### config.mk
export PLATFORM = sky130hd
export DESIGN_NAME = hsv2a_chan
export DESIGN_NICKNAME = d
export VERILOG_FILES = /design/src/sv/hsv2a_pkg.sv /design/src/sv/hsv2a_chan.sv
export SDC_FILE = /design/constraint.sdc
export NUM_CORES = 2
export LEC_CHECK = 0
export BUFFER_PORTS_ARGS = -buffer_cell sky130_fd_sc_hd__buf_2
export CAP_MARGIN = 20
export CORE_ASPECT_RATIO = 1.2
export CORE_UTILIZATION = 44
export DETAILED_ROUTE_END_ITERATION = 8
export PLACE_DENSITY_LB_ADDON = 0.25
export SYNTH_ARGS = -nofsm -noshare
export SYNTH_HDL_FRONTEND = slang
export SYNTH_SLANG_ARGS = --single-unit
### constraint.sdc
create_clock -name clk_i -period 13.5 [get_ports clk_i]
set_input_delay 0 -clock clk_i [delete_from_list [all_inputs] [get_ports clk_i]]
set_output_delay 0 -clock clk_i [all_outputs]
set_load 0.02 [all_outputs]
### src/sv/hsv2a_pkg.sv
// ============================================================================
// hsv2a_pkg: shared types and constants of the HSV to ARGB converter
// Fixed-point scale factors, channel kinds per hue sector and helpers.
// ============================================================================
`default_nettype none

package hsv2a_pkg;

  // Input and output field widths.
  localparam int unsigned HueW   = 16;
  localparam int unsigned PctW   = 15;
  localparam int unsigned AlphaW = 8;
  localparam int unsigned WordW  = 32;

  // Reduced hue (below 360 degrees) and ramp position widths.
  localparam int unsigned HrW    = 15;
  localparam int unsigned RampW  = 12;

  // Weighted level width: 25600 * 3840 needs 27 bits.
  localparam int unsigned WW     = 27;
  // Product of value and weight: 42 bits.
  localparam int unsigned PW     = 42;
  // Scaled level before the power-of-two shift.
  localparam int unsigned ScW    = 51;
  // Power-of-two part of twice the full-scale denominator.
  localparam int unsigned DenSh  = 29;
  // Level after the power-of-two shift.
  localparam int unsigned YW     = ScW - DenSh;
  // Remaining odd factor of twice the denominator and its reciprocal.
  localparam longint unsigned DivOdd   = 64'd9375;
  localparam int unsigned     RecSh    = 36;
  localparam int unsigned     RecW     = 23;
  localparam logic [RecW-1:0] RecipMul =
    RecW'(((64'd1 << RecSh) + DivOdd - 64'd1) / DivOdd);
  localparam int unsigned     MulW     = YW + RecW;
  localparam int unsigned     QW       = MulW - RecSh;

  // Number of color channels and their slots.
  localparam int unsigned NumChans = 3;
  localparam logic [1:0]  ChRed    = 2'd0;
  localparam logic [1:0]  ChGreen  = 2'd1;
  localparam logic [1:0]  ChBlue   = 2'd2;

  // Fixed-point scales.
  localparam logic [HueW-1:0]  HueFull2 = 16'd46080;  // 720 degrees
  localparam logic [HueW-1:0]  HueFull  = 16'd23040;  // 360 degrees
  localparam logic [HrW-1:0]   HueSect  = 15'd3840;   // 60 degrees
  localparam logic [PctW-1:0]  PctFull  = 15'd25600;  // 100 percent
  localparam logic [WW-1:0]    WFull    = 27'd98304000;
  // Rounding term: the full-scale denominator 25600 * 25600 * 3840.
  localparam logic [ScW-1:0]   DenLevel = 51'd2516582400000;
  localparam logic [7:0]       ChMax    = 8'd255;

  typedef logic [RampW-1:0] ramp_t;

  // How a channel follows the hue within one sector.
  typedef enum logic [1:0] {
    KIND_MAX,
    KIND_MIN,
    KIND_UP,
    KIND_DOWN
  } kind_e;

  // Channel kind for a given sector and channel slot.
  function automatic kind_e chan_kind(input logic [2:0] sector, input logic [1:0] ch);
    kind_e r;
    kind_e g;
    kind_e b;
    kind_e k;
    case (sector)
      3'd0: begin r = KIND_MAX;  g = KIND_UP;   b = KIND_MIN;  end
      3'd1: begin r = KIND_DOWN; g = KIND_MAX;  b = KIND_MIN;  end
      3'd2: begin r = KIND_MIN;  g = KIND_MAX;  b = KIND_UP;   end
      3'd3: begin r = KIND_MIN;  g = KIND_DOWN; b = KIND_MAX;  end
      3'd4: begin r = KIND_UP;   g = KIND_MIN;  b = KIND_MAX;  end
      default: begin r = KIND_MAX; g = KIND_MIN; b = KIND_DOWN; end
    endcase
    case (ch)
      ChRed:   k = r;
      ChGreen: k = g;
      default: k = b;
    endcase
    return k;
  endfunction

endpackage

`default_nettype wire

### src/sv/hsv2a_chan.sv
// ============================================================================
// hsv2a_chan: one color channel from weight to unsaturated byte
// Four register stages: weight, level product, rounding scale, and division
// by the odd part of the denominator through a reciprocal multiply.
// ============================================================================
`default_nettype none

module hsv2a_chan (
  input  wire logic                          clk_i,
  input  wire logic [3:0]                    en_i,
  input  wire hsv2a_pkg::ramp_t              g_i,
  input  wire logic [hsv2a_pkg::PctW-1:0]    sat_i,
  input  wire logic [hsv2a_pkg::PctW-1:0]    val_i,
  output      logic [hsv2a_pkg::QW-1:0]      q_o
);
  import hsv2a_pkg::*;

  logic [WW-1:0]   sg;
  logic [WW-1:0]   w_q;
  logic [PctW-1:0] v2_q;
  logic [PW-1:0]   p_q;
  logic [ScW-1:0]  scaled;
  logic [YW-1:0]   y_q;
  logic [MulW-1:0] prod;
  logic [QW-1:0]   q_q;

  // Stage 2: level weight 25600*3840 - S*(3840 - f).
  assign sg = WW'(sat_i) * WW'(g_i);

  always_ff @(posedge clk_i) begin
    if (en_i[0]) begin
      w_q  <= WFull - sg;
      v2_q <= val_i;
    end
  end

  // Stage 3: exact channel level V times weight.
  always_ff @(posedge clk_i) begin
    if (en_i[1]) begin
      p_q <= PW'(v2_q) * PW'(w_q);
    end
  end

  // Stage 4: 510*level plus the rounding term, then the power-of-two divide.
  assign scaled = (ScW'(p_q) << 9) - (ScW'(p_q) << 1) + DenLevel;

  always_ff @(posedge clk_i) begin
    if (en_i[2]) begin
      y_q <= scaled[ScW-1:DenSh];
    end
  end

  // Stage 5: divide by the odd factor through the reciprocal.
  assign prod = MulW'(y_q) * MulW'(RecipMul);

  always_ff @(posedge clk_i) begin
    if (en_i[3]) begin
      q_q <= prod[MulW-1:RecSh];
    end
  end

  assign q_o = q_q;

endmodule

`default_nettype wire

Word-level counts from Yosys, hierarchy flattened

Index checks and enable logic that the tools add are counted.
Widths: inputs -> output; s select.

Flip-flop bits (word level): 115
Bits of input ports: 47
Output and inout bits: 9
Word-level logic and storage cells: 11

$add $sub $neg: 3
Multiply operators: 3

Operators by type and width:

| operator               | number |
|---|---|
| $add 51x42->51 const B | 1 |
| $sub 51x43->51         | 1 |
| $mul 22x22->44 const B | 1 |
| $mul 15x27->42         | 1 |
| $mul 15x12->27         | 1 |
| $sub 27x27->27 const A | 1 |

Depth between registers and ports, before layout

Depth after elaboration: 2
Mapped depth: 25
Gate-level depth less buffers: 24

Worst setup path after synthesis

No wires, ideal clock.

Path kind: flip-flop to flip-flop
Start point: reg v2_q[6]
End point: reg p_q[37] (data pin)
Library setup time: 0.265 ns
Data arrival time: 6.122 ns
Required time: 13.235 ns
Setup slack: 7.113 ns
Cell stages (with the launch flop): 24
Buffers on the path: 2
Clock period less this slack: 6.387 ns
Cell sequence: edfxtp_1 -> clkbuf_1 -> clkbuf_1 -> nand2_1 -> fa_1 -> fa_1 -> inv_1 -> fa_1 -> fa_1 -> fa_1 -> inv_1 -> fa_1 -> inv_1 -> ha_1 -> a21o_1 -> a21o_1 -> a221o_1 -> a221o_1 -> a31oi_1 -> o31ai_1 -> nand2_1 -> o21a_1 -> o21ai_0 -> xor2_1

Cells in the longest elaborated chain, start to end: 1

Ends and longest elaborated chain:

| element                | RTL line         | RTL |
|---|---|---|
| from (decl)            | hsv2a_chan.sv:20 | `logic [PctW-1:0] v2_q;` |
| from (signal assigned) | hsv2a_chan.sv:33 | `v2_q <= val_i;` |
| $mul 15x27->42         | hsv2a_chan.sv:40 | `p_q <= PW'(v2_q) * PW'(w_q);` |
| to (signal assigned)   | hsv2a_chan.sv:40 |  |
| to (decl)              | hsv2a_chan.sv:21 | `logic [PW-1:0] p_q;` |

No other way between the ends.
A chain may end at the register's enable or synchronous reset.

Worst setup path in the final report

Same ends and word-level chain as after synthesis.

==> impl_results.md <==
- Post-synth top cells: 842 x inv_1, 656 x fa_1, 433 x ha_1
- Setup repair after global routing missed its margin: no
- Clock-pin slew on the worst setup and hold paths: 70 ps
- Type of element capturing the critical path: register
- Level count of the clock H-tree: 4
- Final Hold Fails: 0
- Worst-margin pin slew: between 1000 and 1500 ps
- Fmax: ~140 MHz
- Pin count of the biggest net entering global routing: 43
- Post-placement worst setup slack: 6270 ps
- Antenna violations before repair: 0
- Worst path setup slack after routing: roughly 6200 ps
- Hold Crit Class: input port to register
- Synthesis Warnings: 0
- Port bufs: 55
- Total congestion overflow after global routing: 0
- Sink count of the clock tree: around 120
- Num rows: ~110
- Cells taking the most area after synthesis: fa_1 40%, ha_1 17%, edfxtp_1 11%
- Primary flip-flop cell chosen by synthesis mapping: edfxtp_1
- Endpoint required time on the critical path: 13720 ps
- Top-count cell post-synth: inv_1
- Remaining antenna violation count after routing: 0
- Cell count of the worst reg-to-reg path: 20
- Count of flip-flops with a built-in enable after synthesis: ~120
- Minimum period implied by the final worst setup slack: around 7300 ps
- Status: complete, no violations
- Reg-to-reg critical path startpoint: v2_q[6]
- Synth-to-layout area growth: 5.98%
- 1st-iter DRT viols: between 1000 and 1500
- Worst hold slack: ~130 ps
- Number of post-CTS setup repair buffers: 0
- Worst R2R End: p_q[37]
- Worst max-slew margin expressed relative to the limit: approximately a quarter
- Utilization of the core after routing: about 47%
- Cells traversed along the worst timing path: nand2_1 > fa_1 > fa_1 > inv_1 > fa_1 > fa_1 > fa_1 > inv_1 > fa_1 > inv_1 > ha_1 > and3_1 > o2111ai_1 > a21boi_0 > a31oi_1 > o31ai_1 > nand2_1 > o21a_1 > o21ai_0 > xor2_1
- Cell type contributing the most total cell area after synthesis: fa_1
- Type of origin of the critical path: register
- Synthesis-stage register bit count: about 120
- Latest clock arrival within the worst-skew pair: 490 ps
- Routed wire per std cell: 18.0 um
- TritonCTS clock tree: yes
- Fraction of synthesis flops using an asynchronous set or reset pin: 0%
- Via count of the first global-routing pass: between 20000 and 25000
- TritonCTS Buffers: 17
- Part of the Yosys area used for sequential elements: 10.6%
- Final worst clock skew: 20.1 ps
- GRT Total Usage: between 20 and 25%
- Die Outline Area: 0.0755 sq mm
- Number of top-level design ports: 56
- Worst R2R Setup Slack: 6220 ps
- Post-Syn Instances: between 3000 and 4000
- Class of the most critical setup path: register to register
- Die height: around 300 um
- Fraction of synthesized cell area taken by the top area cell type: between 40% and 50%
- Half-perimeter wire length after placement: roughly 66 mm
- Crit Path Max Fanout: 27
- Worst path slowest cell: edfxtp_1
- Via Count: 22100
- Cell Area, Synth: approximately 0.033 sq mm
- Hold Path End: w_q[0]
- Setup total negative slack: 0 ps
- Clock root buffer: clkbuf_16
- Area of the placeable core: roughly 0.074 sq mm
- Cell depth of the worst min-delay path: 3
- Net total in the final layout: approximately 4500
- Initial standard-cell utilization of the core: roughly 44%
- Number of design rule violations left after detail routing: 0
- Aggregate routed wire length: 77.6 mm
- Number of max-cap violations: 0
- Routability congestion estimate from global placement: about 0.87
- Arrival time at the worst endpoint: around 7500 ps
- Worst hold path startpoint: sat_i[0]
- Die Width: between 200 and 300 um
- Synth cell types: 64
- ANT cells: 0
- Initial DRT Pass Iterations: 5
- Share of the clock period used by the worst path: between 50 and 60%
- Wire length of the first global-routing pass: roughly 130 mm
- Peak per-stage delay on the critical path: approximately 1100 ps
- Final setup viols: 0
- Most numerous cell on the critical path: fa_1
- Average footprint of a synthesized cell: around 9.7 sq um
- Share of cells above drive strength 1: under 10%
- Filler cells: ~7100
- Synthesized netlist net count: 4498
- Pins over their slew limit: 0
- Maximum clock insertion buffer count: 2
- Vias per cell: just over 5
## metal layers
metal | part of all wire (%) | vias to the layer above | GRT usage (%)
li1 | - | 10300 | -
met1 | 38 | 11200 | 24.0
met2 | 55 | 442 | 41.8
met3 | 3.4 | 131 | 2.50
met4 | 3.9 | 0 | 9.26
met5 | 0 | - | 0
## registers in the layout (all words and copies together), names as in the netlist
signal  count
v2_q       15
p_q        42
y_q        22
w_q        27
q_o         9
## metrics by stage
stage	instances	cell area [sq um]
after floorplan	3362	32700
after global placement	4271	33900
after detailed placement	4271	33900
after CTS	4320	34700
after global routing	4321	34700
final	4321	34700
## cell usage in the layout (no fill, tap or decap), types with 38 or more instances in the layout
cell,count
buf_2,55
edfxtp_1,115
and2_1,367
inv_1,842
ha_1,433
a21oi_1,99
a21o_1,68
o21ai_0,38
xnor2_1,62
nand2_1,270
fa_1,656
nor2_1,58
## how the worst max path moves through the flow
stage	depth (start not counted)	endpoint	from
floorplan	23	p_q[37]	v2_q[6]
global placement	20	q_o[8]	y_q[7]
detailed placement	21	p_q[37]	v2_q[3]
CTS	21	p_q[37]	v2_q[0]
global route	22	p_q[37]	v2_q[0]
finish	20	p_q[37]	v2_q[6]
## area by class of cell
type	instances	area, sq um	area share (%)
repair buffers	78	510	1.47
inverters	842	3160	9.11
clock buffers	17	425	1.23
flip-flops and latches	115	3450	9.96
well taps	943	1180	3.40
clock inverters	15	195	0.563
multi-input cells	2311	25800	74.3
## repair_timing
| item | in CTS | in global routing |
|---|---|---|
| resized for setup | 0 | 0 |
| hold buffers | 17 | 0 |
| endpoints found under the hold margin | 39 | 0 |
## logic make-up after synthesis
family,count (synthesis),share of synthesized area (%)
compound gates,316,6.54
xor+xnor,90,2.41
fa+ha+maj,1089,56.7
buf+inv,936,10.7
flops,115,10.6
mux,1,0.0306
simple gates,815,13.0
## worst max-delay path, delay by kind of cell (launching register included)
kind,cells,cell delay [ps]
adders and majority gates,7,3450
DFF,1,1080
buffers and inverters,3,140
and+or+nand+nor,3,580
AOI/OAI and AO/OA,6,1640
xor gates and xnor gates,1,90
Power is left out: the tool's default activity adds up to more than one toggle a clock period on the data nets, which glitch-free logic cannot reach.
