## src/sv/hsv2a_pkg.sv

```systemverilog
// ============================================================================
// hsv2a_pkg: shared types and constants of the HSV to ARGB converter
// Fixed-point scale factors, channel kinds per hue sector and helpers.
// ============================================================================
`default_nettype none

package hsv2a_pkg;

  // Input and output field widths.
  localparam int unsigned HueW   = 16;
  localparam int unsigned PctW   = 15;
  localparam int unsigned AlphaW = 8;
  localparam int unsigned WordW  = 32;

  // Reduced hue (below 360 degrees) and ramp position widths.
  localparam int unsigned HrW    = 15;
  localparam int unsigned RampW  = 12;

  // Weighted level width: 25600 * 3840 needs 27 bits.
  localparam int unsigned WW     = 27;
  // Product of value and weight: 42 bits.
  localparam int unsigned PW     = 42;
  // Scaled level before the power-of-two shift.
  localparam int unsigned ScW    = 51;
  // Power-of-two part of twice the full-scale denominator.
  localparam int unsigned DenSh  = 29;
  // Level after the power-of-two shift.
  localparam int unsigned YW     = ScW - DenSh;
  // Remaining odd factor of twice the denominator and its reciprocal.
  localparam longint unsigned DivOdd   = 64'd9375;
  localparam int unsigned     RecSh    = 36;
  localparam int unsigned     RecW     = 23;
  localparam logic [RecW-1:0] RecipMul =
    RecW'(((64'd1 << RecSh) + DivOdd - 64'd1) / DivOdd);
  localparam int unsigned     MulW     = YW + RecW;
  localparam int unsigned     QW       = MulW - RecSh;

  // Number of color channels and their slots.
  localparam int unsigned NumChans = 3;
  localparam logic [1:0]  ChRed    = 2'd0;
  localparam logic [1:0]  ChGreen  = 2'd1;
  localparam logic [1:0]  ChBlue   = 2'd2;

  // Fixed-point scales.
  localparam logic [HueW-1:0]  HueFull2 = 16'd46080;  // 720 degrees
  localparam logic [HueW-1:0]  HueFull  = 16'd23040;  // 360 degrees
  localparam logic [HrW-1:0]   HueSect  = 15'd3840;   // 60 degrees
  localparam logic [PctW-1:0]  PctFull  = 15'd25600;  // 100 percent
  localparam logic [WW-1:0]    WFull    = 27'd98304000;
  // Rounding term: the full-scale denominator 25600 * 25600 * 3840.
  localparam logic [ScW-1:0]   DenLevel = 51'd2516582400000;
  localparam logic [7:0]       ChMax    = 8'd255;

  typedef logic [RampW-1:0] ramp_t;

  // How a channel follows the hue within one sector.
  typedef enum logic [1:0] {
    KIND_MAX,
    KIND_MIN,
    KIND_UP,
    KIND_DOWN
  } kind_e;

  // Channel kind for a given sector and channel slot.
  function automatic kind_e chan_kind(input logic [2:0] sector, input logic [1:0] ch);
    kind_e r;
    kind_e g;
    kind_e b;
    kind_e k;
    case (sector)
      3'd0: begin r = KIND_MAX;  g = KIND_UP;   b = KIND_MIN;  end
      3'd1: begin r = KIND_DOWN; g = KIND_MAX;  b = KIND_MIN;  end
      3'd2: begin r = KIND_MIN;  g = KIND_MAX;  b = KIND_UP;   end
      3'd3: begin r = KIND_MIN;  g = KIND_DOWN; b = KIND_MAX;  end
      3'd4: begin r = KIND_UP;   g = KIND_MIN;  b = KIND_MAX;  end
      default: begin r = KIND_MAX; g = KIND_MIN; b = KIND_DOWN; end
    endcase
    case (ch)
      ChRed:   k = r;
      ChGreen: k = g;
      default: k = b;
    endcase
    return k;
  endfunction

endpackage

`default_nettype wire

```

## src/sv/hsv2a_front.sv

```systemverilog
// ============================================================================
// hsv2a_front: hue reduction, clamping and per-channel ramp weights
// Two register stages: reduce hue and cap percentages, then split the hue
// into sector and position and pick the complement weight of each channel.
// ============================================================================
`default_nettype none

module hsv2a_front (
  input  wire logic                                      clk_i,
  input  wire logic [1:0]                                en_i,
  input  wire logic [hsv2a_pkg::HueW-1:0]                hue_i,
  input  wire logic [hsv2a_pkg::PctW-1:0]                sat_i,
  input  wire logic [hsv2a_pkg::PctW-1:0]                val_i,
  input  wire logic [hsv2a_pkg::AlphaW-1:0]              alpha_i,
  output      hsv2a_pkg::ramp_t [hsv2a_pkg::NumChans-1:0] g_o,
  output      logic [hsv2a_pkg::PctW-1:0]                sat_o,
  output      logic [hsv2a_pkg::PctW-1:0]                val_o,
  output      logic [hsv2a_pkg::AlphaW-1:0]              alpha_o
);
  import hsv2a_pkg::*;

  logic [HrW-1:0]    hr_d;
  logic [HrW-1:0]    hr_q;
  logic [PctW-1:0]   s0_q;
  logic [PctW-1:0]   v0_q;
  logic [AlphaW-1:0] a0_q;
  logic [2:0]        sector;
  logic [HrW-1:0]    base;
  ramp_t             frac;
  ramp_t [NumChans-1:0] g_d;
  ramp_t [NumChans-1:0] g_q;
  logic [PctW-1:0]   s1_q;
  logic [PctW-1:0]   v1_q;
  logic [AlphaW-1:0] a1_q;

  // Hue modulo 360 degrees: at most two full turns fit in 16 bits.
  always_comb begin
    if (hue_i >= HueFull2) begin
      hr_d = HrW'(hue_i - HueFull2);
    end else if (hue_i >= HueFull) begin
      hr_d = HrW'(hue_i - HueFull);
    end else begin
      hr_d = HrW'(hue_i);
    end
  end

  // Stage 0: reduced hue and capped saturation and value.
  always_ff @(posedge clk_i) begin
    if (en_i[0]) begin
      hr_q <= hr_d;
      s0_q <= (sat_i > PctFull) ? PctFull : sat_i;
      v0_q <= (val_i > PctFull) ? PctFull : val_i;
      a0_q <= alpha_i;
    end
  end

  // Sector by threshold compares, position within the sector by subtraction.
  always_comb begin
    sector = 3'd0;
    base   = '0;
    for (int k = 1; k < 6; k++) begin
      if (hr_q >= HrW'(k) * HueSect) begin
        sector = 3'(k);
        base   = HrW'(k) * HueSect;
      end
    end
    frac = RampW'(hr_q - base);
  end

  // Complement weight for each channel: 3840 minus its ramp level in the sector.
  always_comb begin
    for (int c = 0; c < NumChans; c++) begin
      case (chan_kind(sector, 2'(c)))
        KIND_MAX: g_d[c] = '0;
        KIND_MIN: g_d[c] = RampW'(HueSect);
        KIND_UP:  g_d[c] = RampW'(HueSect) - frac;
        default:  g_d[c] = frac;
      endcase
    end
  end

  // Stage 1: channel weights with the operands carried along.
  always_ff @(posedge clk_i) begin
    if (en_i[1]) begin
      g_q  <= g_d;
      s1_q <= s0_q;
      v1_q <= v0_q;
      a1_q <= a0_q;
    end
  end

  assign g_o     = g_q;
  assign sat_o   = s1_q;
  assign val_o   = v1_q;
  assign alpha_o = a1_q;

endmodule

`default_nettype wire

```

## config.mk

```make
export PLATFORM = sky130hd
export DESIGN_NAME = hsv2a_front
export DESIGN_NICKNAME = d
export VERILOG_FILES = /design/src/sv/hsv2a_pkg.sv /design/src/sv/hsv2a_front.sv
export SDC_FILE = /design/constraint.sdc
export NUM_CORES = 1
export LEC_CHECK = 0
export BUFFER_PORTS_ARGS = -buffer_cell sky130_fd_sc_hd__buf_2
export CORE_UTILIZATION = 45
export CTS_BUF_LIST = sky130_fd_sc_hd__clkbuf_4 sky130_fd_sc_hd__clkbuf_8
export DETAILED_ROUTE_END_ITERATION = 16
export GPL_TIMING_DRIVEN = 0
export PLACE_DENSITY_LB_ADDON = 0.3
export SYNTH_ARGS = -nofsm -noshare
export SYNTH_HDL_FRONTEND = slang
export SYNTH_SLANG_ARGS = --single-unit
```

## constraint.sdc

```tcl
create_clock -name clk_i -period 5.8 [get_ports clk_i]
set_input_delay 1.16 -clock clk_i [delete_from_list [all_inputs] [get_ports clk_i]]
set_output_delay 1.16 -clock clk_i [all_outputs]
set_load 0.05 [all_outputs]
```

# Word-level counts from Yosys, hierarchy flattened
# Index checks and enable logic that the tools add are counted.
# totals
reg_bits	127
output_inout_bits	74
# classes
n_addsub	4
n_lt_le_gt_ge	9
eq_ne	10
mux	18
n_reduce_logical	8
# ops
cell	n
12-bit case mux with 3 select lines	3
12-bit 2-to-1 mux	5
15-bit by 14-bit greater-or-equal comparator with 1-bit output (second input constant)	2
15-bit > comparator (second input constant)	2
15-bit 2-to-1 mux	2
2-bit case mux with 3 select lines	3
16-bit by 15-bit greater-or-equal comparator with 1-bit output (second input constant)	1
16-bit greater-or-equal comparator (second input constant)	1
15-bit by 12-bit greater-or-equal comparator with 1-bit output (second input constant)	1
15-bit by 13-bit greater-or-equal comparator with 1-bit output (second input constant)	1
15-bit greater-or-equal comparator (second input constant)	1
15-bit by 14-bit subtractor with 15-bit output (second input constant)	1
15-bit subtractor (second input constant)	1
3-bit 2-to-1 mux	4
12-bit subtractor	1
12-bit subtractor (first input constant)	1
2-bit OR reduction	4
2-bit by 1-bit == test with 1-bit output (second input constant)	3
2-bit == test (second input constant)	3
3-bit by 2-bit == test with 1-bit output (second input constant)	2
2-bit logical NOT	3
3-bit by 1-bit == test with 1-bit output (second input constant)	1
3-bit == test (second input constant)	1
3-bit logical NOT	1
1-bit 2-to-1 mux	1

# Depth between registers and ports, before layout
# Gate-level depths: netlist (run 1).
# depth
depth_word	11
ltp_mapped	12
ltp_nobuf	11

# Worst setup path after synthesis (run 1)
# Ideal clock, no wire load.
# synth_path
path_kind	flip-flop to flip-flop
from	register hr_q[9]
to	register g_q (netlist bit g_o[23]) (data pin)
arrival_ns	2.781
t_required_ns	5.520
setup_slack_ns	2.739
stages_incl_launch_ff	12
synth_period_minus_slack_ns	3.061
cell_sequence	edfxtp_1 -> o211ai_1 -> nand2_1 -> a21o_1 -> o21ai_0 -> nand2_1 -> ha_1 -> fa_1 -> xor2_1 -> a2111oi_1 -> xor3_1 -> o221ai_1
# synth_lines
item	line_no	source
start, declared	hsv2a_front.sv:23	logic [HrW-1:0] hr_q;
start signal, assigned	hsv2a_front.sv:50	hr_q <= hr_d;
end signal, assigned	hsv2a_front.sv:85	g_q <= g_d;
end, declared	hsv2a_front.sv:31	ramp_t [NumChans-1:0] g_q;

==> metrics.md, run 1 <==
| Metric | Value |
|---|---|
| Status | finished clean |
| Core ar. | 0.0121 mm^2 |
| Critical path capture point type | register |
| Fin crit period | approximately 3.8 ns |
| Initial antenna violation count | 0 |
| Drt total wl | between 10 and 15 mm |
| Max Root-Sink Buffers | 2 |
| Met1 WL | roughly 4.7 mm |
| Critical Path Start Type | register |
| CTS Sinks | approximately 130 |
| Leak | between 2 and 3 nW |
| HP Class | register to register |
| NumNets Final | 610 |
| Slowest cell on crit path | a2111oi_1 |
| Filler Cell Count | 977 |
| WHS | about 0.42 ns |
| FF-to-FF Start | hr_q[14]$_DFFE_PP_ |
| Global Route Usage Sum | around 18% |
| H-tree levels | 4 |
| Area Growth Syn to Fin | 22.8% |
| Maximum VDD drop | 0.000169 V |
| Cell count of the worst reg-to-reg path | 12 |
| Yosys top cell area share | 68.3% |
| Ys flop type | edfxtp_1 |
| Mapped Cells | around 400 |
| Net Switching | 0.000781 W |
| Ant diodes | 0 |
| Largest family of logic cells by synthesized area | compound AO/OA/AOI/OAI gates |
| Synth Area in Adders | 2.60% |
| I/O Buffers | 128 |
| Worst Path Required | around 6.1 ns |
| Crit-path cells | buf_1 > nor2_1 > and2_1 > clkbuf_1 > o21ai_0 > nand2_1 > ha_1 > fa_1 > xor2_1 > a2111oi_1 > xor3_1 > o221ai_1 |
| Final setup fails | 0 |
| CTS tree | yes |
| Fmax | 263 MHz |
| Comb power frac | 22.0% |
| Clock Latency Late Sink | 0.43 ns |
| Worst R2R Setup Slack | 2.00 ns |
| Avg Inst Size Synth | about 14 um^2 |
| Final count of hold timing violations | 0 |
| Final Non-Filler Cells | 723 |
| Sw frac | ~31% |
| Setup_tns | 0 ns |
| IO Pins | 131 |
| Crit path max-delay family | compound AO/OA/AOI/OAI gates |
| Post-CTS sizing | 0 |
| Die Ht | 113 um |
| Top post-synthesis cells by area | edfxtp_1 68%, nor2b_1 2.5%, a22o_1 2.4%, ha_1 2.2%, o21ai_0 1.8% |
| Number of synthesis warnings | 0 |
| Flop pwr share | 46.0% |
| Detailed router's first-iteration violation count | 297 |
| Pre-antenna DRT Iters | 5 |
| Grt ovf | 0 |
| Seq/Total Area, Yosys | between 60% and 70% |
| Compound-cell area share of the yosys netlist | 12.5% |
| Simple-gate portion of the synthesized area | 11.2% |
| Starting density of the core | 46.3% |
| Final Skew | roughly 0.013 ns |
| Post-cts hold buffer count | 0 |
| Top Layer Used | met4 |
| Most area-hungry cell type in the Yosys netlist | edfxtp_1 |
| Die X | 113 um |
| Vias in the first global route | 3523 |
| Multiplexer area fraction after synthesis | 1.08% |
| Delay of the slowest critical-path stage | 0.56 ns |
| Routed len/inst | 15.2 um |
| Xor-xnor portion of the synthesized cell area | 1.52% |
| Least-Margin Pin Slew | 1.16 ns |
| CP Buf/Inv Count | 2 |
| Die area | 0.0129 mm^2 |
| Mapped cell area | 0.00558 mm^2 |
| DR vias | 3772 |
| Yosys reg bits | approximately 130 |
| Setup Fix Bufs, Post-CTS | 0 |
| HPWL after DPL | about 7.7 mm |
| Met3 wire len | 839 um |
| Hold wc startpoint | s0_q[7]$_SDFFCE_PN0P_ |
| RSZ-0062 raised after global routing | no |
| Global-route wire length before repair | approximately 17 mm |
| Antenna-violating nets left | 0 |
| Clock network fraction of total power | 32.0% |
| CP Class | register to register |
| FP Rows | 40 |
| Max Cap Viol | 0 |
| Hold Crit Depth | 0 |
| Post-Syn Nets | 463 |
| Synth unique cells | 53 |
| DR WL met2 | 5.26 mm |
| Top post-synthesis cells by count | 127 x edfxtp_1, 25 x nand2_1, 22 x nor2b_1, 20 x o21ai_0, 18 x a21oi_1 |
| Largest net degree at the start of global routing | 75 |
| P per Cell Area | 365 mW/mm^2 |
| Layout cells sized above 1 | between 30% and 40% |
| Vias per cell | ~5.2 |
| WHS Endpoint | sat_o[7]$_DFFE_PP_ |
| Clock Tree Root | clkbuf_8 |
| Post-synth EDFFs | 127 |
| CTS clk-pin slew, worst paths | 0.08 ns |
| Dpl cells | 691 |
| Int Pwr | 0.00172 W |
| Crit-path max FO | 10 |
| DR DRC count | 0 |
| Count leader, synth | edfxtp_1 |
| Async SR Flop Fraction | 0% |
| Slew HR | 22.6% |
| Crit Reg-Reg Endpoint | g_o[11]$_DFFE_PP_ |
| Period utilisation layout | 65.5% |
| Arrival @ worst endpoint | 4.05 ns |
| Final Slew Violations | 0 |
| GPL Wtd Cong | 0.857 |
| Cts bufs inserted | 17 |
## kinds of logic (layout without fill, tap and decap cells)
group	count (synthesis)	in the layout
AOI/OAI and AO/OA	98	98
and+or+nand+nor	112	112
xor gates and xnor gates	8	8
buffers and inverters	33	193
muxes	6	6
DFF	127	127
adders and majority gates	11	11
## placed cells by master, fill, tap and decap left out, types with 2 or more instances in the layout
cell / count
buf_4: 3
clkbuf_1: 8
edfxtp_1: 127
and2_1: 7
o21ai_0: 20
ha_1: 10
clkbuf_2: 3
and3_1: 5
xor2_1: 3
or2_2: 2
o41ai_2: 2
clkinv_4: 2
or2_1: 2
nand2_1: 25
buf_6: 2
nand4_1: 2
or4_1: 4
bufinv_16: 3
clkbuf_8: 17
o221ai_1: 9
inv_6: 5
a211oi_1: 3
nor3_1: 5
a22o_1: 15
nor2b_1: 22
mux2i_1: 6
inv_1: 13
nand3_1: 11
xnor2_1: 4
a21oi_1: 18
a21o_1: 13
nor2_1: 16
buf_2: 131
o31ai_1: 3
o211ai_1: 6
o21bai_1: 2
## how the worst max path moves through the flow
stage	from	endpoint	slack, ns	cells after the start
after floorplan	hr_q[9]$_DFFE_PP_	g_o[23]$_DFFE_PP_	2.74	11
after global placement	hr_q[13]$_DFFE_PP_	g_o[23]$_DFFE_PP_	2.27	11
after detailed placement	hr_q[14]$_DFFE_PP_	g_o[11]$_DFFE_PP_	2.15	12
after CTS	hr_q[14]$_DFFE_PP_	g_o[11]$_DFFE_PP_	2.10	12
after global routing	hr_q[14]$_DFFE_PP_	g_o[11]$_DFFE_PP_	1.75	12
final	hr_q[14]$_DFFE_PP_	g_o[11]$_DFFE_PP_	2.00	12
## sequential cells by signal (all words and copies together) (netlist names)
signal	cells
sat_o	15
g_o	36
s0_q	15
v0_q	15
val_o	15
alpha_o	8
a0_q	8
hr_q	15
## power groups by stage
stage          Clock [W]  Sequential [W]  Combinational, W
3_3_place_gp           0         0.00117          0.000534
4_1_cts         0.000818         0.00115          0.000549
6_report        0.000801         0.00115          0.000550
2_1_floorplan          0         0.00135          0.000215
5_1_grt         0.000858         0.00116          0.000591
3_5_place_dp           0         0.00117          0.000546
## layout make-up
class	instances	area (um^2)	share of cell area [%]
Buffer	20	106	1.55
Clock buffer	18	241	3.52
Clock inverter	14	179	2.61
Inverter	13	48.8	0.712
Multi-Input combinational cell	235	1610	23.5
Sequential cell	127	3810	55.6
Tap cell	168	210	3.07
Timing Repair Buffer	128	643	9.38
## through the flow
step                      total power (W)  setup WS (ns)  util [%]  area, um^2
after global placement            0.00170           2.27      53.3        6430
after detailed placement          0.00172           2.15      53.3        6430
after global routing              0.00261           1.75      56.8        6850
final                             0.00250           2.00      56.8        6850
after floorplan                   0.00157           2.74         -        5580
after CTS                         0.00252           2.10      56.8        6850
## metal layers
layer  GRT usage (%)  up-vias
met4            7.72        0
met1            22.5     1787
met2            27.2      163
li1                -     1812
met5               0        -
met3            6.11       10
(Power assumes the default switching activity.)
==> inputs of run 2 (changes only) <==
Clock period 5.8 ns to 3.1 ns, I/O delays scaled along.
==> run 2 against run 1 <==
Effect of this change:
- global-route usage rose by 0.69 points
- utilization grew 3.1 points
- hold slack got worse by 0.063 ns
- die area unchanged
- total power is 97% higher
- critical path depth fell by 1
- sequential share of layout area shrank 2.8 points
- maximum frequency increased by 23%
- first-iteration DRC count down 2.7%
- critical endpoint is now g_o[23]$_DFFE_PP_
- largest cell class unchanged
==> metrics.md, run 2 (synthesized netlist as in run 1, its figures left out) <==
| Metric | Value |
|---|---|
| Final Skew | 0.0122 ns (-0.000415 ns) |
| Least-Margin Pin Slew | 1.15 ns (-0.00789 ns) |
| Die Ht | 113 um (unchanged) |
| Met1 WL | 4.84 mm (+2.7%) |
| GPL Wtd Cong | 0.857 (unchanged) |
| Delay of the slowest critical-path stage | 0.45 ns (-0.11 ns) |
| Sw frac | 31.8% (+0.54 points) |
| I/O Buffers | 128 (unchanged) |
| Slew HR | 23.2% (+0.53 points) |
| Met3 wire len | 810 um (-3.5%) |
| Clock Tree Root | clkbuf_8 |
| Final Cell Area | 0.00722 mm^2 (+5.4%) |
| Flop pwr share | 43.8% (-2.2 points) |
| Slowest cell on crit path | edfxtp_1 |
| Status | finished clean |
| Critical path capture point type | register |
| H-tree levels | 4 (unchanged) |
| DR WL met2 | 5.77 mm (+9.6%) |
| CTS tree | yes |
| Routed len/inst | 15.7 um (+3.7%) |
| Die X | 113 um (unchanged) |
| Multi-input gate area | 0.00177 mm^2 (+9.9%) |
| Placed inst area | 0.00643 mm^2 (unchanged) |
| Maximum VDD drop | 0.000317 V (+87%) |
| Critical Path Start Type | register |
| Clock Latency Late Sink | 0.44 ns (about the same) |
| NumNets Final | 633 (+3.8%) |
| Grt ovf | 0 (unchanged) |
| CTS clk-pin slew, worst paths | 0.08 ns (about the same) |
| Max reg flops | 36 (unchanged) |
| Crit-path max FO | 4 (-6) |
| Detailed router's first-iteration violation count | 289 (-2.7%) |
| Core ar. | 0.0121 mm^2 (unchanged) |
| IO Pins | 131 (unchanged) |
| Starting density of the core | 46.3% (unchanged) |
| Final count of hold timing violations | 0 (unchanged) |
| Vias in the first global route | 3697 (+4.9%) |
| Final setup fails | 0 (unchanged) |
| DR DRC count | 0 (unchanged) |
| Pre-antenna DRT Iters | 5 (unchanged) |
| Max Root-Sink Buffers | 2 (unchanged) |
| Area Growth Syn to Fin | 29.4% |
| RSZ-0062 raised after global routing | yes |
| Global-route wire length before repair | 17.7 mm (+3.3%) |
| HP Class | input port to register |
| Arrival @ worst endpoint | 3.36 ns (-0.69 ns) |
| Drt total wl | 11.7 mm (+7.0%) |
| Leak | 2.93 nW (+5.5%) |
| Die area | 0.0129 mm^2 (unchanged) |
| Hold Crit Depth | 1 (+1) |
| Worst R2R Setup Slack | 0.002 ns (-2.00 ns) |
| Fin crit period | 3.10 ns (-0.699 ns) |
| Cts bufs inserted | 17 (unchanged) |
| HPWL after DPL | 7.75 mm (unchanged) |
| Most common cell after layout, fill and taps aside | buf_2 |
| Crit-path cells | o211ai_1 > nand2_1 > a21o_1 > o21ai_2 > nand2_1 > ha_2 > fa_2 > xor2_4 > a2111oi_4 > xor3_2 > o221ai_1 |
| Vias per cell | 5.30 (+1.6%) |
| Worst setup margin | 0.00246 ns (-2.00 ns) |
| Largest net degree at the start of global routing | 75 (unchanged) |
| CTS Sinks | 127 (unchanged) |
| DP Worst Slack | -0.547 ns (-2.70 ns) |
| Layout cells sized above 1 | 40.7% (+8.0 points) |
| CP Class | register to register |
| Post-cts hold buffer count | 0 (unchanged) |
| WHS | 0.352 ns (-0.0628 ns) |
| Ant diodes | 0 (unchanged) |
| Fmax | 323 MHz (+23%) |
| Sequential cell area | 0.00381 mm^2 (unchanged) |
| Comb power frac | 25.6% (+3.6 points) |
| Max Cap Viol | 0 (unchanged) |
| Cell count of the worst reg-to-reg path | 11 (-1) |
| Crit-path most repeated cell | nand2_1 |
| Period utilisation layout | 99.9% (+34 points) |
| Int Pwr | 0.00336 W (+95%) |
| Dpl cells | 691 (unchanged) |
| Worst Path Required | 3.36 ns (-2.69 ns) |
| Commonest non-fill, non-tap cells in the layout | 130 x buf_2, 127 x edfxtp_1, 28 x buf_4, 22 x nand2_1, 21 x nor2b_1 |
| DR vias | 3955 (+4.9%) |
| FP Rows | 40 (unchanged) |
| Global Route Usage Sum | 18.3% (+0.69 points) |
| Antenna-violating nets left | 0 (unchanged) |
| Final Non-Filler Cells | 746 (+3.2%) |
| P per Cell Area | 681 mW/mm^2 (+86%) |
| Initial antenna violation count | 0 (unchanged) |
| Filler Cell Count | 936 (-4.2%) |
| Final Slew Violations | 0 (unchanged) |
| Net Switching | 0.00156 W (+100%) |
| Clock network fraction of total power | 30.6% (-1.4 points) |
| Top Layer Used | met4 |
## run 2: timing repair
item | CTS | global route
hold endpoints to repair | 0 | 0
setup buffers | 17 | 9
gates resized for setup | 27 | 19
pin swaps | 9 | 10
endpoints found under the setup margin | 6 | 6
## run 2: power by group through the flow
stage	combinational [W]	sequential [W]	clock [W]
3_3_place_gp	0.000999	0.00219	0
3_5_place_dp	0.00102	0.00220	0
2_1_floorplan	0.000403	0.00254	0
4_1_cts	0.00113	0.00216	0.00153
5_1_grt	0.00133	0.00217	0.00161
6_report	0.00126	0.00216	0.00150
## run 2: worst paths after layout
check / endpoint / start
hold reg to reg: sat_o[7]$_DFFE_PP_ / s0_q[7]$_SDFFCE_PN0P_
hold / removal: a0_q[1]$_DFFE_PP_ / alpha_i[1]
setup / recovery: g_o[23]$_DFFE_PP_ / hr_q[9]$_DFFE_PP_
setup reg to reg: g_o[23]$_DFFE_PP_ / hr_q[9]$_DFFE_PP_
## run 2: area by class of cell
cell class,count,area share (%)
plain buffers,17,1.58
clock buffers,18,3.34
clock inverters,14,2.48
inverters,13,0.676
multi-input cells,235,24.5
flip-flops and latches,127,52.8
well taps,168,2.91
repair buffers,154,11.7
## run 2: critical path: cells and delay by family, from the launching register on
family,cells,cell delay (ns)
fa+ha+maj,2,0.63
simple gates,2,0.19
compound gates,5,1.11
xor+xnor,2,0.54
flops,1,0.45
## run 2: metal layers
metal	up-vias	global-route usage [%]
li1	1858	-
met1	1888	22.6
met2	179	28.9
met3	30	6.11
met4	0	9.12
met5	-	0
## run 2: per-stage QoR
step / utilization, % / TNS (ns) / power [W]
finish: 59.9 / 0 / 0.00492
global placement: 53.3 / -1.52 / 0.00319
CTS: 58.6 / 0 / 0.00482
floorplan: - / 0 / 0.00294
global route: 59.9 / -0.310 / 0.00511
detailed placement: 53.3 / -2.30 / 0.00322
==> inputs of run 3 (changes only) <==
Settings changed: MAX_ROUTING_LAYER set to met4.
==> run 3 against run 2 <==
Effect of this change:
- non-clock buffer count grew 3
- clock power fell by 5%
- cell count grew 0.40%
- hold slack improved by 0.012 ns
- critical path depth is 2 lower
- total power fell by 2.7%
- utilization is 0.19 points lower
- critical endpoint is now g_o[11]$_DFFE_PP_
- highest routed layer unchanged
==> metrics.md, run 3 (synthesized netlist as in run 1, its figures left out) <==
| Metric | Value |
|---|---|
| Met3 wire len | 588 um (-27%) |
| Global Route Usage Sum | 18.7% (+0.35 points) |
| WHS Endpoint | a0_q[6]$_DFFE_PP_ |
| Critical path capture point type | register |
| FF-to-FF Start | hr_q[11]$_DFFE_PP_ |
| CTS Sinks | 127 (unchanged) |
| Area Growth Syn to Fin | 29.0% |
| Die Ht | 113 um (unchanged) |
| Cts bufs inserted | 17 (unchanged) |
| Post-cts hold buffer count | 0 (unchanged) |
| Vias in the first global route | 3610 (-2.4%) |
| Final Slew Violations | 0 (unchanged) |
| Final count of hold timing violations | 0 (unchanged) |
| CP Class | register to register |
| Leak | 2.92 nW (-0.54%) |
| Max Cap Viol | 0 (unchanged) |
| DR vias | 3860 (-2.4%) |
| Antenna-violating nets left | 0 (unchanged) |
| Hold wc startpoint | alpha_i[6] |
| CTS clk-pin slew, worst paths | 0.07 ns (about the same) |
| H-tree levels | 4 (unchanged) |
| Top Layer Used | met4 |
| Die X | 113 um (unchanged) |
| HPWL after DPL | 7.77 mm (+0.25%) |
| GPL Wtd Cong | 0.843 (-1.6%) |
| Arrival @ worst endpoint | 3.30 ns (-0.06 ns) |
| Drt total wl | 11.5 mm (-2.3%) |
| Final setup fails | 0 (unchanged) |
| Grt ovf | 0 (unchanged) |
| Largest net degree at the start of global routing | 75 (unchanged) |
| Status | finished clean |
| Pre-antenna DRT Iters | 5 (unchanged) |
| Clock Latency Late Sink | 0.42 ns (-0.02 ns) |
| FP Rows | 40 (unchanged) |
| Ant diodes | 0 (unchanged) |
| Global-route wire length before repair | 17.5 mm (-1.2%) |
| I/O Buffers | 128 (unchanged) |
| Starting density of the core | 46.3% (unchanged) |
| Routed len/inst | 15.3 um (-2.7%) |
| Most common cell after layout, fill and taps aside | buf_2 |
| Fin crit period | 3.04 ns (-0.0540 ns) |
| Slew HR | 23.6% (+0.47 points) |
| Vias per cell | 5.15 (-2.8%) |
| DR DRC count | 0 (unchanged) |
| Maximum VDD drop | 0.000348 V (+10%) |
| DR WL met2 | 5.65 mm (-2.0%) |
| Final Skew | 0.0111 ns (-0.00111 ns) |
| Layout cells sized above 1 | 39.9% (-0.73 points) |
| DP Worst Slack | -0.532 ns (+0.0159 ns) |
| Critical Path Start Type | register |
| Max reg flops | 36 (unchanged) |
| Least-Margin Pin Slew | 1.15 ns (-0.00710 ns) |
| Initial antenna violation count | 0 (unchanged) |
| Detailed router's first-iteration violation count | 290 (+0.35%) |
| Crit Reg-Reg Endpoint | g_o[11]$_DFFE_PP_ |
| Crit-path max FO | 7 (+3) |
| P per Cell Area | 665 mW/mm^2 (-2.4%) |
| Period utilisation layout | 98.2% (-1.7 points) |
| Commonest non-fill, non-tap cells in the layout | 130 x buf_2, 127 x edfxtp_1, 34 x buf_4, 23 x nand2_1, 22 x nor2b_1 |
| Placed inst area | 0.00643 mm^2 (unchanged) |
| CTS tree | yes |
| Final Cell Area | 0.00720 mm^2 (-0.31%) |
| Met1 WL | 4.99 mm (+3.0%) |
| Die area | 0.0129 mm^2 (unchanged) |
| Worst Path Required | 3.35 ns (about the same) |
| Worst R2R Setup Slack | 0.06 ns (+0.05 ns) |
| NumNets Final | 636 (+0.47%) |
| WHS | 0.365 ns (+0.0123 ns) |
| Clock Tree Root | clkbuf_8 |
| IO Pins | 131 (unchanged) |
| Hold Crit Depth | 1 (unchanged) |
| Worst setup margin | 0.0564 ns (+0.0540 ns) |
| HP Class | input port to register |
| Core ar. | 0.0121 mm^2 (unchanged) |
| Fmax | 329 MHz (+1.8%) |
| Cell count of the worst reg-to-reg path | 9 (-2) |
| Max Root-Sink Buffers | 2 (unchanged) |
[run 3: changes by cell type in the layout (fill, tap and decap cells not counted), moves of 2 or more]
| cell | change |
|---|---|
| nor2_2 | +2 |
| mux2i_1 | +2 |
| buf_4 | +6 |
| mux2i_2 | -2 |
| inv_6 | -3 |
| buf_6 | -3 |
| a21oi_1 | -2 |
| nor2_1 | -2 |
| clkinvlp_4 | +2 |
| clkinv_1 | +3 |
| a21oi_4 | +2 |
[run 3: worst max-delay path: stages (launching register included)]
cell and delay (ns):
edfxtp_1 0.51, and3_2 0.31, a21oi_4 0.28, o21ai_1 0.12, nand2_1 0.08, ha_2 0.19
fa_2 0.47, a2111oi_4 0.37, xor3_2 0.37, o221ai_1 0.18
[run 3: metal layers]
layer	GRT usage, %	up-vias
li1	-	1864
met1	23.1	1834
met2	29.2	142
met3	4.28	20
met4	8.68	0
met5	-	-
[run 3: layout make-up]
class / count / area, um^2
tap: 168 / 210
fill: 931 / 4860
timing repair buffer: 158 / 868
sequential: 127 / 3810
buffer: 16 / 96.3
inverter: 13 / 48.8
clock inverter: 15 / 168
multi-input combinational: 235 / 1760
clock buffer: 17 / 234
[run 3: power breakdown]
| group | total, W | switching, W | internal (W) |
|---|---|---|---|
| Clock | 0.00142 | 0.000635 | 0.000788 |
| Combinational | 0.00121 | 0.000800 | 0.000407 |
| Sequential | 0.00216 | 0.0000556 | 0.00210 |
[run 3: worst max path at each step]
stage / from / end / slack, ns / cells after the start
6_report: hr_q[11]$_DFFE_PP_ / g_o[11]$_DFFE_PP_ / 0.06 / 9
5_1_grt: hr_q[9]$_DFFE_PP_ / g_o[11]$_DFFE_PP_ / -0.05 / 11
4_1_cts: hr_q[9]$_DFFE_PP_ / g_o[23]$_DFFE_PP_ / -0.08 / 11
3_5_place_dp: hr_q[11]$_DFFE_PP_ / g_o[23]$_DFFE_PP_ / -0.53 / 10
3_3_place_gp: hr_q[13]$_DFFE_PP_ / g_o[23]$_DFFE_PP_ / -0.50 / 11
2_1_floorplan: hr_q[9]$_DFFE_PP_ / g_o[23]$_DFFE_PP_ / 0.04 / 11
[run 3: what timing repair did]
item	in CTS	in global routing
gates resized for setup	19	20
setup buffers	21	10
endpoints found under the setup margin	6	8
pin swaps	9	10
[run 3: through the flow]
stage / utilization (%) / setup TNS, ns / std cells / power [W]
2_1_floorplan: - / 0 / 395 / 0.00294
3_3_place_gp: 53.3 / -1.84 / 691 / 0.00319
3_5_place_dp: 53.3 / -2.17 / 691 / 0.00322
4_1_cts: 58.5 / -0.251 / 741 / 0.00474
5_1_grt: 59.7 / -0.0926 / 749 / 0.00498
6_report: 59.7 / 0 / 749 / 0.00479
